--- src/rtl/core/vwcp_pkg.sv ---
// ----------------------------------------------------------------------------
// vwcp_pkg: shared types and constants of the variable width code packer
// Code and byte widths, the queue entry type and the code width classifier.
// ----------------------------------------------------------------------------
package vwcp_pkg;

    localparam int CODE_BITS      = 16;
    localparam int MAX_CODE_WIDTH = 16;
    localparam int BYTE_BITS      = 8;
    localparam int WIDTH_M1_BITS  = $clog2(MAX_CODE_WIDTH);
    localparam int FILL_BITS      = $clog2(BYTE_BITS);
    localparam int QUEUE_DEPTH    = 2;
    localparam int QPTR_BITS      = $clog2(QUEUE_DEPTH);
    localparam int QCNT_BITS      = $clog2(QUEUE_DEPTH + 1);

    typedef logic [CODE_BITS-1:0]     code_t;
    typedef logic [WIDTH_M1_BITS-1:0] width_m1_t;
    typedef logic [BYTE_BITS-1:0]     byte_t;

    // one classified code waiting for the serializer
    typedef struct packed {
        code_t     code;
        width_m1_t width_m1;  // code width minus one
    } q_item_t;

    // bit length of the dictionary size minus one, at least 0, saturated
    function automatic width_m1_t code_width_m1(input logic [CODE_BITS-1:0] dict_size);
        width_m1_t w;
        w = '0;
        for (int i = 1; i < CODE_BITS; i++) begin
            if (dict_size[i]) begin
                if (i > MAX_CODE_WIDTH - 1) begin
                    w = WIDTH_M1_BITS'(MAX_CODE_WIDTH - 1);
                end else begin
                    w = WIDTH_M1_BITS'(i);
                end
            end
        end
        return w;
    endfunction

endpackage

--- src/rtl/core/vwcp_front.sv ---
// ----------------------------------------------------------------------------
// vwcp_front: request intake
// Takes code requests, works out the code width and pushes them to the queue.
// ----------------------------------------------------------------------------
module vwcp_front
    import vwcp_pkg::*;
(
    input  logic                 s_tvalid,
    output logic                 s_tready,
    input  logic [CODE_BITS-1:0] s_code,
    input  logic [CODE_BITS-1:0] s_dict_size,
    output logic                 push_valid,
    input  logic                 push_ready,
    output q_item_t              push_item
);

    assign s_tready   = push_ready;
    assign push_valid = s_tvalid;

    always_comb begin
        push_item.code     = s_code;
        push_item.width_m1 = code_width_m1(s_dict_size);
    end

endmodule

--- src/rtl/core/vwcp_queue.sv ---
// ----------------------------------------------------------------------------
// vwcp_queue: classified code queue
// Short first-in first-out queue between the intake and the serializer.
// ----------------------------------------------------------------------------
module vwcp_queue
    import vwcp_pkg::*;
(
    input  logic    aclk,
    input  logic    aresetn,
    input  logic    push_valid,
    output logic    push_ready,
    input  q_item_t push_item,
    output logic    pop_valid,
    input  logic    pop_ready,
    output q_item_t pop_item
);

    q_item_t                entries_reg [QUEUE_DEPTH];
    logic [QPTR_BITS-1:0]   wr_ptr_reg, wr_ptr_next;
    logic [QPTR_BITS-1:0]   rd_ptr_reg, rd_ptr_next;
    logic [QCNT_BITS-1:0]   count_reg, count_next;
    logic                   do_push, do_pop;

    assign push_ready = (count_reg != QCNT_BITS'(QUEUE_DEPTH));
    assign pop_valid  = (count_reg != '0);
    assign pop_item   = entries_reg[rd_ptr_reg];
    assign do_push    = push_valid && push_ready;
    assign do_pop     = pop_valid && pop_ready;

    always_comb begin
        wr_ptr_next = wr_ptr_reg;
        rd_ptr_next = rd_ptr_reg;
        count_next  = count_reg;
        if (do_push) begin
            wr_ptr_next = (wr_ptr_reg == QPTR_BITS'(QUEUE_DEPTH - 1)) ? '0 : wr_ptr_reg + 1'b1;
        end
        if (do_pop) begin
            rd_ptr_next = (rd_ptr_reg == QPTR_BITS'(QUEUE_DEPTH - 1)) ? '0 : rd_ptr_reg + 1'b1;
        end
        if (do_push && !do_pop) begin
            count_next = count_reg + 1'b1;
        end else if (do_pop && !do_push) begin
            count_next = count_reg - 1'b1;
        end
    end

    always_ff @(posedge aclk) begin
        if (!aresetn) begin
            wr_ptr_reg <= '0;
            rd_ptr_reg <= '0;
            count_reg  <= '0;
        end else begin
            wr_ptr_reg <= wr_ptr_next;
            rd_ptr_reg <= rd_ptr_next;
            count_reg  <= count_next;
        end
    end

    always_ff @(posedge aclk) begin
        if (do_push) begin
            entries_reg[wr_ptr_reg] <= push_item;
        end
    end

endmodule

--- src/rtl/core/vwcp_back.sv ---
// ----------------------------------------------------------------------------
// vwcp_back: bit serializer
// Shifts one code bit per cycle, msb first, into the byte accumulator and hands
// each completed byte to the output register, holding while that register is full and not taken.
// ----------------------------------------------------------------------------
module vwcp_back
    import vwcp_pkg::*;
(
    input  logic                 aclk,
    input  logic                 aresetn,
    input  logic                 pop_valid,
    output logic                 pop_ready,
    input  q_item_t              pop_item,
    output logic                 m_tvalid,
    input  logic                 m_tready,
    output logic [BYTE_BITS-1:0] m_out_byte,
    output logic                 m_last
);

    logic                 busy_reg, busy_next;
    code_t                code_reg, code_next;
    width_m1_t            idx_reg, idx_next;
    byte_t                acc_reg, acc_next;
    logic [FILL_BITS-1:0] fill_reg, fill_next;
    logic                 m_valid_reg, m_valid_next;
    byte_t                m_byte_reg, m_byte_next;
    logic                 m_last_reg, m_last_next;

    logic  cur_bit;
    byte_t acc_shift;
    logic  completes;
    logic  out_free;
    logic  step_ok;
    logic  final_step;
    logic  load;

    assign cur_bit    = code_reg[idx_reg];
    assign acc_shift  = {acc_reg[BYTE_BITS-2:0], cur_bit};
    assign completes  = (fill_reg == FILL_BITS'(BYTE_BITS - 1));
    assign out_free   = !m_valid_reg || m_tready;
    assign step_ok    = busy_reg && (!completes || out_free);
    assign final_step = step_ok && (idx_reg == '0);
    assign load       = pop_valid && (!busy_reg || final_step);
    assign pop_ready  = !busy_reg || final_step;

    always_comb begin
        busy_next    = busy_reg;
        code_next    = code_reg;
        idx_next     = idx_reg;
        acc_next     = acc_reg;
        fill_next    = fill_reg;
        m_valid_next = m_valid_reg && !m_tready;
        m_byte_next  = m_byte_reg;
        m_last_next  = m_last_reg;
        if (step_ok) begin
            acc_next  = acc_shift;
            fill_next = fill_reg + 1'b1;
            idx_next  = idx_reg - 1'b1;
            if (completes) begin
                m_valid_next = 1'b1;
                m_byte_next  = acc_shift;
                // no further byte unless a full byte of bits is still to come
                m_last_next  = (idx_reg < WIDTH_M1_BITS'(BYTE_BITS));
            end
            if (idx_reg == '0) begin
                busy_next = 1'b0;
            end
        end
        if (load) begin
            busy_next = 1'b1;
            code_next = pop_item.code;
            idx_next  = pop_item.width_m1;
        end
    end

    always_ff @(posedge aclk) begin
        if (!aresetn) begin
            busy_reg    <= 1'b0;
            fill_reg    <= '0;
            acc_reg     <= '0;
            m_valid_reg <= 1'b0;
        end else begin
            busy_reg    <= busy_next;
            fill_reg    <= fill_next;
            acc_reg     <= acc_next;
            m_valid_reg <= m_valid_next;
        end
    end

    always_ff @(posedge aclk) begin
        code_reg   <= code_next;
        idx_reg    <= idx_next;
        m_byte_reg <= m_byte_next;
        m_last_reg <= m_last_next;
    end

    assign m_tvalid   = m_valid_reg;
    assign m_out_byte = m_byte_reg;
    assign m_last     = m_last_reg;

endmodule

--- src/rtl/core/variable_width_code_packer.sv ---
// ----------------------------------------------------------------------------
// variable_width_code_packer: msb first packer of variable width codes
//
//   channel  dir  tdata (low bit up)             tlast
//   s_       in   code[15:0], dict_size[31:16]   -
//   m_       out  out_byte[7:0]                  last byte of this code
//
// The serializer shifts one code bit per cycle unless held as below; a code that
// finds it idle is loaded first, one queued behind a code loads with its last bit.
// A two entry queue after the intake lets requests pile up while bits shift.
// A full output register with m_tready low holds the serializer on the bit
// that completes a byte. Reset is synchronous and clears queue, serializer,
// fill count, accumulator and output valid; a partial byte is never flushed.
// ----------------------------------------------------------------------------
module variable_width_code_packer
    import vwcp_pkg::*;
(
    input  logic                     aclk,
    input  logic                     aresetn,
    input  logic                     s_tvalid,
    output logic                     s_tready,
    input  logic [2*CODE_BITS-1:0]   s_tdata,   // code, dict_size
    output logic                     m_tvalid,
    input  logic                     m_tready,
    output logic [BYTE_BITS-1:0]     m_tdata,   // out_byte
    output logic                     m_tlast    // last
);

    logic    push_valid, push_ready;
    q_item_t push_item;
    logic    pop_valid, pop_ready;
    q_item_t pop_item;

    vwcp_front u_front (
        .s_tvalid    (s_tvalid),
        .s_tready    (s_tready),
        .s_code      (s_tdata[CODE_BITS-1:0]),
        .s_dict_size (s_tdata[2*CODE_BITS-1:CODE_BITS]),
        .push_valid  (push_valid),
        .push_ready  (push_ready),
        .push_item   (push_item)
    );

    vwcp_queue u_queue (
        .aclk       (aclk),
        .aresetn    (aresetn),
        .push_valid (push_valid),
        .push_ready (push_ready),
        .push_item  (push_item),
        .pop_valid  (pop_valid),
        .pop_ready  (pop_ready),
        .pop_item   (pop_item)
    );

    vwcp_back u_back (
        .aclk       (aclk),
        .aresetn    (aresetn),
        .pop_valid  (pop_valid),
        .pop_ready  (pop_ready),
        .pop_item   (pop_item),
        .m_tvalid   (m_tvalid),
        .m_tready   (m_tready),
        .m_out_byte (m_tdata),
        .m_last     (m_tlast)
    );

endmodule
--- config.mk ---
export PLATFORM = sky130hd
export DESIGN_NAME = variable_width_code_packer
export DESIGN_NICKNAME = d
export VERILOG_FILES = /design/src/rtl/core/vwcp_pkg.sv /design/src/rtl/core/vwcp_front.sv /design/src/rtl/core/vwcp_queue.sv /design/src/rtl/core/vwcp_back.sv /design/src/rtl/core/variable_width_code_packer.sv
export SDC_FILE = /design/constraint.sdc
export NUM_CORES = 1
export LEC_CHECK = 0
export ABC_AREA = 1
export BUFFER_PORTS_ARGS = -buffer_cell sky130_fd_sc_hd__buf_2
export CAP_MARGIN = 20
export CORE_MARGIN = 5
export CORE_UTILIZATION = 50
export CTS_BUF_LIST = sky130_fd_sc_hd__clkbuf_8
export DETAILED_ROUTE_END_ITERATION = 8
export PLACE_DENSITY = 0.73
export SYNTH_ARGS = -nofsm -noshare
export SYNTH_HDL_FRONTEND = slang
export SYNTH_HIERARCHICAL = 1
export SYNTH_SLANG_ARGS = --single-unit
--- constraint.sdc ---
create_clock -name aclk -period 2 [get_ports aclk]
set_input_delay 0.3 -clock aclk [delete_from_list [all_inputs] [get_ports aclk]]
set_output_delay 0.3 -clock aclk [all_outputs]
set_load 0.02 [all_outputs]
==> out/qor.csv <==
metric,value,unit
core_area,0.00733,mm²
row_count,31,
dieHeight,97.2,µm
yosysTopAreaCellShare,54.5,%
ir_drop,0.445,mV
synthTopCellsByCount,"edfxtp_1 (69), nand2_1 (55), inv_1 (31)",
fin_setup_tns,0,ns
combPwrFrac,33.9,%
hold_class,primary input to flip-flop,
swShare,32.9,%
drt_iter0_markers,75,
grt_usage,12.4,%
path_class,flip-flop to flip-flop,
skew,0.0132,ns
viasPerCell,4.63,
holdPathStages,1,
cp-start-kind,flip-flop,
p_total,5.73,mW
r2r_start,u_back/fill_reg[0],
dp_hpwl,3820,µm
placed_area,0.00402,mm²
wl,5420,µm
portBuffers,45,
syn_nets,353,
rr_worst_depth,13,
numCtsBuffers,9,
clk-insertion-delay-late,0.35,ns
wl_per_cell,11.8,µm
endpoint_kind,flip-flop,
drc,0,
slew_viol_final,0,
hold_viol,0,
min_from,s_tdata[8],
path_cells,ha_1 -> ha_2 -> nand3_2 -> nand2_2 -> o21ai_4 -> o21a_1 -> inv_1 -> ha_4 -> inv_1 -> nand3_1 -> nand2_1 -> inv_1 -> nor2_1,
cts.sinks,86,
crit_fanout,3,
synth.most_common_cell,edfxtp_1,
postLayoutCellArea,0.00423,mm²
syn-cell-area,0.00380,mm²
crit_family,adder cells,
yosysUniqueCellTypes,28,
ant_nets,0,
setup_viol,0,
initial_core_util,51.9,%
yosysSeqAreaShare,63.5,%
min_delay_worst_endpoint,u_queue/entries_reg[0][12],
crit_required,2.26,ns
slowest_delay,0.34,ns
p_leak,1.78,nW
synth.avg_cell_area,12.2,µm²
gp_congestion,0.784,
n_antenna_cell,0,
grt_max_degree,25,
synth_ff_type,edfxtp_1,
worst_pin_slew,0.369,ns
fin_crit,1.87,ns
h-tree-depth,3,
internal_power,3.84,mW
switchingPower,1.88,mW
area.growth.synth_to_final,11.4,%
grt_pass1_wl,9230,µm
max_freq,534,MHz
path_buf_inv,3,
vias,2123,
largest_reg_flops,40,
fin_crit_sh,93.7,%
cts_buffer_depth,2,
drv_cap,0,
ios,47,
rrSetupSlack,0.13,ns
yosys_warnings,6,
first_pass_iters,4,
slew_headroom,75.2,%
synthTopCellsByArea,"edfxtp_1 (55%), dfxtp_1 (9.0%), mux2_4 (7.9%)",
grt_pass1_vias,2123,
die-area,0.00945,mm²
seqPwrFrac,47.9,%
netlist_instances,312,
r2r_end,u_queue/count_reg[1],
root_buffer,clkbuf_8,
p_per_area,1350,mW/mm²
die_x,97.2,µm
clk_pin_slew,0.09,ns
worst_path_most_repeated_cell,inv_1,
outcome,finished clean,
layout.nets,396,
antenna_found_initial,0,
cts_tree,yes,
yosys.area.top_type,edfxtp_1,
synth-edff-count,69,
rsz0062_at_grt,no,
ys_ff_latch,86,
grt-ovfl-total,0,
fin_util,57.7,%
arrival,2.14,ns
pwr-share-clk,18.3,%
crit_slowest_cell,dfxtp_2,
drive_gt1_share,33.6,%
async_flop_share,0,%
how the worst max path moves through the flow:
stage / start / endpoint / slack, ns / cells after the start
final: u_back/fill_reg[0] / u_queue/count_reg[1] / 0.13 / 13
after global routing: u_back/fill_reg[0] / u_queue/count_reg[1] / 0.02 / 13
after CTS: u_back/fill_reg[0] / u_queue/count_reg[1] / 0.02 / 13
after detailed placement: u_back/fill_reg[0] / u_queue/count_reg[1] / -0.04 / 13
after global placement: u_back/fill_reg[0] / u_queue/count_reg[1] / 0.08 / 13
after floorplan: u_back/idx_reg[1] / u_queue/count_reg[1] / 0.1 / 12
power groups by stage:
stage / registers, mW / clock network, mW / logic, mW
after detailed placement: 2.78 / 0 / 1.90
after global routing: 2.79 / 1.18 / 2.18
final: 2.74 / 1.05 / 1.94
after floorplan: 2.73 / 0 / 1.59
after CTS: 2.74 / 1.10 / 1.94
after global placement: 2.76 / 0 / 1.86
logic make-up after synthesis:
logic type	Yosys count	synth area share, %
buffers and inverters	66	9.87
XOR/XNOR	2	0.461
adder cells (fa/ha/maj)	5	1.65
multiplexers	20	7.90
AND/OR/NAND/NOR	110	12.9
flip-flops	86	63.5
AO/OA/AOI/OAI	23	3.79
per-layer routing:
layer | global-route usage [%] | share of wire, % | up-vias | wire length (µm)
met5 | 0 | 0 | - | 0
met4 | 7.13 | 2.0 | 0 | 108
met3 | 4.02 | 5.8 | 6 | 316
met2 | 20.8 | 51 | 47 | 2760
met1 | 13.9 | 41 | 957 | 2240
li1 | - | - | 1113 | -
placed cells by master, fill, tap and decap left out:
master | Yosys | layout
clkinv_2 | 2 | 4
nand2_2 | 6 | 6
nor4_1 | 2 | 2
inv_6 | 1 | 2
edfxtp_1 | 69 | 69
o21ai_4 | 1 | 1
ha_4 | 0 | 1
nor2_1 | 23 | 23
ha_1 | 5 | 3
clkinv_4 | 0 | 3
inv_2 | 6 | 6
clkbuf_8 | 0 | 9
inv_1 | 31 | 31
ha_2 | 0 | 1
buf_4 | 18 | 11
nand3_1 | 20 | 19
a21oi_1 | 5 | 5
o21ai_2 | 4 | 4
inv_4 | 1 | 1
buf_2 | 0 | 45
dfxtp_1 | 17 | 16
nand4_1 | 1 | 1
xor2_1 | 1 | 1
nand3_2 | 0 | 1
clkinv_8 | 1 | 1
nand3_4 | 1 | 1
dfxtp_2 | 0 | 1
nand2_4 | 2 | 2
o21ai_0 | 12 | 12
o21a_1 | 1 | 1
xnor2_1 | 1 | 1
nand2_1 | 55 | 55
clkinvlp_2 | 0 | 1
mux2_4 | 20 | 20
final cells by class:
cell class / count / area, µm²
Inverter: 42 / 180
Sequential cell: 86 / 2410
Timing Repair Buffer: 56 / 308
Multi-Input combinational cell: 160 / 1030
Clock buffer: 9 / 124
Fill cell: 586 / 3100
Clock inverter: 7 / 50.0
Tap cell: 99 / 124
through the flow:
| step | hold slack, ns | instances | setup slack, ns |
|---|---|---|---|
| floorplan | 0.408 | 312 | 0.0988 |
| global placement | 0.415 | 441 | 0.0838 |
| detailed placement | 0.421 | 441 | -0.0376 |
| CTS | 0.109 | 459 | 0.0150 |
| global route | 0.104 | 459 | 0.0196 |
| finish | 0.131 | 459 | 0.127 |
what timing repair did:
item / 4_1_cts / 5_1_grt
setup buffers: 2 / 0
resized for setup: 0 / 4
setup endpoints to repair: 1 / 2
hold buffers: 0 / 0
pin swaps: 1 / 0
No activity file was read; power rests on OpenSTA's default activity.
